## config.mk

```make
export PLATFORM = sky130hd
export DESIGN_NAME = user_id_set_table
export DESIGN_NICKNAME = d
export VERILOG_FILES = /design/src/usidtab_pkg.sv /design/src/usidtab_ram.sv /design/src/user_id_set_table.sv
export VERILOG_INCLUDE_DIRS = /design/src /design/src/src
export SDC_FILE = /design/constraint.sdc
export NUM_CORES = 2
export LEC_CHECK = 0
export ABC_CLOCK_PERIOD_IN_PS = 6400
export BUFFER_PORTS_ARGS = -buffer_cell sky130_fd_sc_hd__clkbuf_2
export CAP_MARGIN = 20
export CORE_MARGIN = 3
export CORE_UTILIZATION = 25
export DETAILED_ROUTE_END_ITERATION = 12
export REMOVE_ABC_BUFFERS = 1
export SETUP_SLACK_MARGIN = 0.5
export SYNTH_ARGS = -nofsm -noshare
export SYNTH_HDL_FRONTEND = slang
export SYNTH_HIERARCHICAL = 1
export SYNTH_SLANG_ARGS = --single-unit
```

## constraint.sdc

```tcl
create_clock -name aclk -period 6.4 [get_ports aclk]
set_clock_uncertainty 0.2 [all_clocks]
set_input_delay 0.96 -clock aclk [delete_from_list [all_inputs] [get_ports aclk]]
set_output_delay 0.96 -clock aclk [all_outputs]
set_load 0.03 [all_outputs]
```

## src/user_id_set_table_macros.svh

```systemverilog
// Assertion macros for the user ID set table.
`ifndef USER_ID_SET_TABLE_MACROS_SVH
`define USER_ID_SET_TABLE_MACROS_SVH

`ifndef NO_ASSERTIONS

// expr must hold at every clock edge out of reset
`define USIDTAB_ASSERT_ALWAYS(label, clk, rstn, expr) \
    label: assert property (@(posedge clk) disable iff (!rstn) (expr)) \
        else $error("usidtab: invariant violated");

// when ante holds, cons must hold in the same cycle
`define USIDTAB_ASSERT_IMPLY(label, clk, rstn, ante, cons) \
    label: assert property (@(posedge clk) disable iff (!rstn) (ante) |-> (cons)) \
        else $error("usidtab: implication violated");

`else

`define USIDTAB_ASSERT_ALWAYS(label, clk, rstn, expr)
`define USIDTAB_ASSERT_IMPLY(label, clk, rstn, ante, cons)

`endif

`endif

```

## src/usidtab_pkg.sv

```systemverilog
`timescale 1ns / 1ps

package usidtab_pkg;

    localparam int ENTRIES = 64;
    localparam int ADDR_W  = $clog2(ENTRIES);
    localparam int CNT_W   = $clog2(ENTRIES + 1);

    localparam int ACT_W  = 2;
    localparam int ID_W   = 31;
    localparam int ST_W   = 2;
    localparam int MCNT_W = 7;

    localparam logic [ACT_W-1:0] ACT_LOOKUP = 2'd0;
    localparam logic [ACT_W-1:0] ACT_ADD    = 2'd1;
    localparam logic [ACT_W-1:0] ACT_REMOVE = 2'd2;
    localparam logic [ACT_W-1:0] ACT_LIST   = 2'd3;

    localparam logic [ST_W-1:0] ST_OK        = 2'd0;
    localparam logic [ST_W-1:0] ST_NOT_FOUND = 2'd1;
    localparam logic [ST_W-1:0] ST_FULL      = 2'd2;
    localparam logic [ST_W-1:0] ST_PROTECTED = 2'd3;

    typedef struct packed {
        logic [ACT_W-1:0] action;
        logic [ID_W-1:0]  user_id;
    } in_item_t;

    typedef struct packed {
        logic [ST_W-1:0]   status;
        logic [MCNT_W-1:0] member_count;
        logic [ID_W-1:0]   listed_id;
        logic              last_result;
    } out_item_t;

endpackage

```

## src/usidtab_ram.sv

```systemverilog
`timescale 1ns / 1ps

module usidtab_ram #(
    parameter int WIDTH = 32,
    parameter int DEPTH = 64
) (
    input  logic                     clk,
    input  logic                     wr_en,
    input  logic [$clog2(DEPTH)-1:0] wr_addr,
    input  logic [WIDTH-1:0]         wr_data,
    input  logic                     rd_en,
    input  logic [$clog2(DEPTH)-1:0] rd_addr,
    output logic [WIDTH-1:0]         rd_data
);

    logic [WIDTH-1:0] mem [DEPTH];
    logic [WIDTH-1:0] rd_data_reg;

    always_ff @(posedge clk) begin
        if (wr_en) begin
            mem[wr_addr] <= wr_data;
        end
        if (rd_en) begin
            rd_data_reg <= mem[rd_addr];
        end
    end

    assign rd_data = rd_data_reg;

endmodule

```

## src/user_id_set_table.sv

```systemverilog
`timescale 1ns / 1ps
`include "user_id_set_table_macros.svh"

// User ID set table.
// Input channel s_valid/s_ready/s_data carries one request transaction:
// an action (lookup, add, remove, list) and a 31-bit user ID. Result
// channel m_valid/m_ready/m_data returns status, member count after the
// request, a listed ID and a last-result flag.
// The IDs live in a single-port-read ID memory (registered read); valid
// marks and the member count sit in flops. Every request sweeps the ID
// memory one entry per cycle while no pending result stalls it, and the
// next request can be accepted once the sweep is over: lookup/add/remove
// stop at the matching entry, remove of ID 0 finishes at entry 0. List
// emits one result per valid entry as the sweep passes it.
// s_ready is high only while no request is in progress; one request is
// handled at a time. The result register lets a new request be accepted
// while the last result still waits.
// When m_ready is low with a result pending, the sweep freezes in place
// and resumes when the result is taken; nothing is dropped.
// Reset (aresetn low, synchronous) leaves entry 0 valid holding ID 0, all
// other entries empty, count 1. No memory clearing pass is needed.

module user_id_set_table (
    input  logic                  aclk,
    input  logic                  aresetn,
    input  logic                  s_valid,
    output logic                  s_ready,
    input  usidtab_pkg::in_item_t  s_data,
    output logic                  m_valid,
    input  logic                  m_ready,
    output usidtab_pkg::out_item_t m_data
);

    localparam int ENTRIES = usidtab_pkg::ENTRIES;
    localparam int ADDR_W  = usidtab_pkg::ADDR_W;
    localparam int CNT_W   = usidtab_pkg::CNT_W;
    localparam int ID_W    = usidtab_pkg::ID_W;
    localparam int ACT_W   = usidtab_pkg::ACT_W;
    localparam int MCNT_W  = usidtab_pkg::MCNT_W;

    localparam logic [ADDR_W-1:0] LAST_ADDR = ADDR_W'(ENTRIES - 1);
    localparam logic [CNT_W-1:0]  SCAN_END  = CNT_W'(ENTRIES);

    localparam logic S_IDLE = 1'b0;
    localparam logic S_SCAN = 1'b1;

    logic                  state_reg, state_next;
    logic [ACT_W-1:0]      act_reg, act_next;
    logic [ID_W-1:0]       id_reg, id_next;
    logic [CNT_W-1:0]      rd_addr_reg, rd_addr_next;
    logic                  cmp_vld_reg, cmp_vld_next;
    logic [ADDR_W-1:0]     cmp_addr_reg, cmp_addr_next;
    logic                  free_found_reg, free_found_next;
    logic [ADDR_W-1:0]     free_slot_reg, free_slot_next;
    logic [CNT_W-1:0]      list_n_reg, list_n_next;
    logic [CNT_W-1:0]      cnt_reg, cnt_next;
    logic [ENTRIES-1:0]    vld_reg, vld_next;
    logic                  id0_wr_reg, id0_wr_next;
    logic                  m_valid_reg, m_valid_next;
    usidtab_pkg::out_item_t out_reg, out_next;

    logic              adv;
    logic              emit;
    logic              finish;
    logic              rd_en;
    logic              wr_en;
    logic [ADDR_W-1:0] wr_addr;
    logic [ID_W-1:0]   ram_rd_data;
    logic [ID_W-1:0]   ent_id;
    logic              ent_v;
    logic              hit;
    logic              free_any;
    logic [ADDR_W-1:0] free_at;
    logic              zero_remove;

    usidtab_ram #(
        .WIDTH (ID_W),
        .DEPTH (ENTRIES)
    ) u_id_ram (
        .clk     (aclk),
        .wr_en   (wr_en),
        .wr_addr (wr_addr),
        .wr_data (id_reg),
        .rd_en   (rd_en),
        .rd_addr (rd_addr_reg[ADDR_W-1:0]),
        .rd_data (ram_rd_data)
    );

    assign s_ready = (state_reg == S_IDLE);
    assign m_valid = m_valid_reg;
    assign m_data  = out_reg;

    // sweep moves only when the result register can take a new transaction
    assign adv = !m_valid_reg || m_ready;

    // entry 0 holds ID 0 from reset until it is first written
    assign ent_id      = (cmp_addr_reg == '0 && !id0_wr_reg) ? '0 : ram_rd_data;
    assign ent_v       = vld_reg[cmp_addr_reg];
    assign hit         = ent_v && (ent_id == id_reg);
    assign free_any    = free_found_reg || !ent_v;
    assign free_at     = free_found_reg ? free_slot_reg : cmp_addr_reg;
    assign zero_remove = (act_reg == usidtab_pkg::ACT_REMOVE) && (id_reg == '0);

    always_comb begin
        state_next      = state_reg;
        act_next        = act_reg;
        id_next         = id_reg;
        rd_addr_next    = rd_addr_reg;
        cmp_vld_next    = cmp_vld_reg;
        cmp_addr_next   = cmp_addr_reg;
        free_found_next = free_found_reg;
        free_slot_next  = free_slot_reg;
        list_n_next     = list_n_reg;
        cnt_next        = cnt_reg;
        vld_next        = vld_reg;
        id0_wr_next     = id0_wr_reg;
        out_next        = out_reg;
        emit            = 1'b0;
        finish          = 1'b0;
        rd_en           = 1'b0;
        wr_en           = 1'b0;
        wr_addr         = free_at;

        if (state_reg == S_IDLE) begin
            if (s_valid) begin
                act_next        = s_data.action;
                id_next         = s_data.user_id;
                rd_addr_next    = '0;
                cmp_vld_next    = 1'b0;
                free_found_next = 1'b0;
                list_n_next     = '0;
                state_next      = S_SCAN;
            end
        end else if (adv) begin
            // compare stage: entry cmp_addr_reg, data from the last read issued
            if (cmp_vld_reg) begin
                if (act_reg == usidtab_pkg::ACT_LIST) begin
                    if (ent_v) begin
                        emit                  = 1'b1;
                        out_next.status       = usidtab_pkg::ST_OK;
                        out_next.member_count = MCNT_W'(cnt_reg);
                        out_next.listed_id    = ent_id;
                        out_next.last_result  = ((list_n_reg + CNT_W'(1)) == cnt_reg);
                        list_n_next           = list_n_reg + CNT_W'(1);
                        finish                = out_next.last_result;
                    end else if (cmp_addr_reg == LAST_ADDR && list_n_reg == '0) begin
                        // empty table: single not-found result
                        emit                  = 1'b1;
                        out_next.status       = usidtab_pkg::ST_NOT_FOUND;
                        out_next.member_count = '0;
                        out_next.listed_id    = '0;
                        out_next.last_result  = 1'b1;
                    end
                    if (cmp_addr_reg == LAST_ADDR) begin
                        finish = 1'b1;
                    end
                end else begin
                    if (!ent_v && !free_found_reg) begin
                        free_found_next = 1'b1;
                        free_slot_next  = cmp_addr_reg;
                    end
                    if (hit || cmp_addr_reg == LAST_ADDR || zero_remove) begin
                        finish               = 1'b1;
                        emit                 = 1'b1;
                        out_next.listed_id   = '0;
                        out_next.last_result = 1'b1;
                        out_next.status      = usidtab_pkg::ST_OK;
                        unique case (act_reg)
                            usidtab_pkg::ACT_LOOKUP: begin
                                out_next.status = hit ? usidtab_pkg::ST_OK
                                                      : usidtab_pkg::ST_NOT_FOUND;
                            end
                            usidtab_pkg::ACT_ADD: begin
                                if (!hit) begin
                                    if (free_any) begin
                                        wr_en             = 1'b1;
                                        vld_next[free_at] = 1'b1;
                                        cnt_next          = cnt_reg + CNT_W'(1);
                                        if (free_at == '0) begin
                                            id0_wr_next = 1'b1;
                                        end
                                    end else begin
                                        out_next.status = usidtab_pkg::ST_FULL;
                                    end
                                end
                            end
                            usidtab_pkg::ACT_REMOVE: begin
                                if (zero_remove) begin
                                    out_next.status = usidtab_pkg::ST_PROTECTED;
                                end else if (hit) begin
                                    vld_next[cmp_addr_reg] = 1'b0;
                                    cnt_next               = cnt_reg - CNT_W'(1);
                                end else begin
                                    out_next.status = usidtab_pkg::ST_NOT_FOUND;
                                end
                            end
                            default: begin
                                out_next.status = usidtab_pkg::ST_OK;
                            end
                        endcase
                        out_next.member_count = MCNT_W'(cnt_next);
                    end
                end
            end

            // read issue stage
            if (!finish && rd_addr_reg < SCAN_END) begin
                rd_en         = 1'b1;
                cmp_vld_next  = 1'b1;
                cmp_addr_next = rd_addr_reg[ADDR_W-1:0];
                rd_addr_next  = rd_addr_reg + CNT_W'(1);
            end else begin
                cmp_vld_next = 1'b0;
            end

            if (finish) begin
                state_next = S_IDLE;
            end
        end

        if (emit) begin
            m_valid_next = 1'b1;
        end else if (m_ready) begin
            m_valid_next = 1'b0;
        end else begin
            m_valid_next = m_valid_reg;
        end
    end

    always_ff @(posedge aclk) begin
        if (!aresetn) begin
            state_reg      <= S_IDLE;
            cmp_vld_reg    <= 1'b0;
            free_found_reg <= 1'b0;
            list_n_reg     <= '0;
            cnt_reg        <= CNT_W'(1);
            vld_reg        <= ENTRIES'(1);
            id0_wr_reg     <= 1'b0;
            m_valid_reg    <= 1'b0;
            rd_addr_reg    <= '0;
        end else begin
            state_reg      <= state_next;
            cmp_vld_reg    <= cmp_vld_next;
            free_found_reg <= free_found_next;
            list_n_reg     <= list_n_next;
            cnt_reg        <= cnt_next;
            vld_reg        <= vld_next;
            id0_wr_reg     <= id0_wr_next;
            m_valid_reg    <= m_valid_next;
            rd_addr_reg    <= rd_addr_next;
        end
    end

    always_ff @(posedge aclk) begin
        act_reg       <= act_next;
        id_reg        <= id_next;
        cmp_addr_reg  <= cmp_addr_next;
        free_slot_reg <= free_slot_next;
        out_reg       <= out_next;
    end

    `USIDTAB_ASSERT_ALWAYS(a_entry0_kept, aclk, aresetn, vld_reg[0])
    `USIDTAB_ASSERT_ALWAYS(a_count_bound, aclk, aresetn, cnt_reg <= SCAN_END)
    `USIDTAB_ASSERT_IMPLY(a_idle_no_read, aclk, aresetn, state_reg == S_IDLE, !cmp_vld_reg)
    `USIDTAB_ASSERT_IMPLY(a_full_count, aclk, aresetn, m_valid && m_data.status == usidtab_pkg::ST_FULL, cnt_reg == SCAN_END)

endmodule
```

==> results_dict.tcl <==
set metrics [dict create \
    status "completed" \
    io_buffers 79 \
    ff2ff_setup_slack_ns 0.64 \
    syn_inst 4392 \
    mappedNetlistArea_mm2 0.0863 \
    final_cell_count_no_fill 9405 \
    drtPass1Iterations 7 \
    cts_hold_buf 0 \
    ctsHtreeMaxLevel 4 \
    core_area_mm2 0.343 \
    die_x_um 593 \
    overflow 0 \
    routed_wl_mm 243 \
    clk_pin_slew_ns 0.06 \
    gp_congestion 0.933 \
    cp.arrival_ns 6.07 \
    grt_pass1_vias 44863 \
    clock_sinks 2191 \
    synth.most_common_cell "edfxtp_1" \
    critPathLaunchType "register" \
    synth_cell_types 86 \
    final_layout_size_suffix_gt1_share_pct 24.6 \
    vias 45869 \
    ys.warnings.count 6 \
    dp.cells 8986 \
    wire_per_inst_um 25.9 \
    worstSkewPairLatency_ns 0.85 \
    cts_buffer_depth 3 \
    start_util_pct 25.1 \
    rr_worst_depth 13 \
    crit_required_ns 6.72 \
    powerDensity_mw_per_mm2 303 \
    ant_nets 0 \
    ys_seq_elements 2191 \
    worstMarginPinSlew_ns 1.13 \
    vias_per_cell 4.88 \
    grt_pass1_wl_mm 344 \
    hold_violations 0 \
    ys.flop_type "edfxtp_1" \
    synth_area_leaders "edfxtp_1 73%, mux4_2 11%, mux2i_1 2.6%" \
    largest_reg_flops 1984 \
    grt_max_degree 95 \
    yosysTopAreaCellShare_pct 73.1 \
    cap_violations 0 \
    cts_root_buffer "clkbuf_16" \
    worstPathMaxFanout 19 \
    drcViolationCount 0 \
    area_growth_pct 16.4 \
    async_flop_share_pct 0 \
    die_h_um 593 \
    whs_path_depth 1 \
    total_power_uw 30400 \
    layout_min_cycle_time_ns 5.76 \
    slew-limit-headroom_pct 24.0 \
    numCtsBuffers 212 \
    synth-edff-count 2101 \
    post-place-ws_ns 0.537 \
    cts_tree "built" \
    rsz0062_at_grt "no" \
    synth_top_area_cell "edfxtp_1" \
    hold_class "input port to register" \
    dieArea_mm2 0.352 \
    crit_type "register to register" \
    yosysSeqAreaShare_pct 75.2 \
    syn_avg_cell_area_um2 19.6 \
    place_hpwl_mm 154 \
    vdd_drop_max_mv 0.255 \
    crit_path_end_kind "register" \
    max_clock_freq_ghz 0.174 \
    p_leak_uw 0.0298 \
    slew_viol_final 0 \
    nNetsFinal 4702 \
    worst_slack_ns 0.644 \
    fin_crit_sh_pct 89.9 \
    dr.first_iter.drc_count 6170 \
    synthTopCellsByCount "2101 x edfxtp_1, 423 x mux4_2, 227 x mux2i_1" \
    setup_viol 0 \
    grt_usage_pct 13.4 \
    num_io_pins 80 \
    antenna_found_initial 15 \
    num_rows 215 \
]
[worst paths after layout]
path	start	end
max reg2reg	cmp_addr_reg[3]	u_id_ram/mem[11][6]
max	cmp_addr_reg[3]	u_id_ram/mem[11][6]
min	s_data[21]	id_reg[21]
min reg2reg	rd_addr_reg[6]	rd_addr_reg[6]
[per-stage QoR]
stage / hold slack (ns) / area (um2) / TNS (ns) / utilization (%)
CTS: 0.0479 / 100000 / 0 / 29.2
global route: 0.0684 / 100000 / 0 / 29.3
finish: 0.113 / 100000 / 0 / 29.3
floorplan: 0.227 / 84900 / -662.83 / -
global placement: 0.245 / 93300 / 0 / 27.2
detailed placement: 0.244 / 93300 / 0 / 27.2
[layout by cell type (no fill, tap or decap), drive strengths merged, types with 27 or more instances in the layout]
cell type and instances:
and2 37, nand2 134, a31oi 27, clkbuf 349, a22oi 102, o22ai 75
a21oi 35, nand3 66, mux4 433, nor2b 40, nor3 30, o21ai 118
mux2i 227, buf 221, edfxtp 2101, inv 38, dfxtp 90, nor2 185
clkinv 95, nand4 55
[worst max-delay path, cell delays in order (launching register included)]
cell,delay [ns]
edfxtp_1,0.54
nor3_4,0.40
buf_4,0.29
and2_2,0.44
o32ai_1,0.21
nand4_1,0.26
nor4_4,0.11
o21ai_1,0.55
nand2_1,0.19
nor2_1,0.56
inv_1,0.22
or2_2,0.61
nor2_4,0.57
buf_12,0.25
[power by group]
| part | internal [uW] | switching, uW |
|---|---|---|
| Clock | 7210 | 5330 |
| Sequential | 15800 | 116 |
| Combinational | 707 | 1290 |
| Total | 23700 | 6740 |
[cell families (layout without fill, tap and decap cells)]
kind of cell	count (synthesis)	count (layout)	share of synthesized area [%]
and+or+nand+nor	677	677	4.22
DFF	2191	2191	75.2
xor gates and xnor gates	26	26	0.264
adders and majority gates	9	9	0.131
AOI/OAI and AO/OA	539	539	4.39
other	0	8	0
muxes	668	668	14.1
buffers and inverters	282	730	1.71
[per-layer routing]
layer / share of wire, % / track usage [%] / wire length (um)
met1: 41 / 18.1 / 98900
met2: 46 / 21.1 / 112000
met5: 0.0057 / 0 / 14
met3: 9.0 / 2.88 / 21900
met4: 4.4 / 5.03 / 10600
[what timing repair did]
item	CTS	global route
setup buffers	0	9
resized for setup	0	2
endpoints found under the setup margin	0	776
[final cells by class]
cell class,count,area (um2)
inverter,30,113
antenna,8,20.0
tap,4557,5700
clock buffer,268,5730
clock inverter,130,1230
multi-input combinational,1919,20400
sequential,2191,64900
fill,33485,243000
timing repair buffer,302,2330
Power figures use the tool's default switching activity.
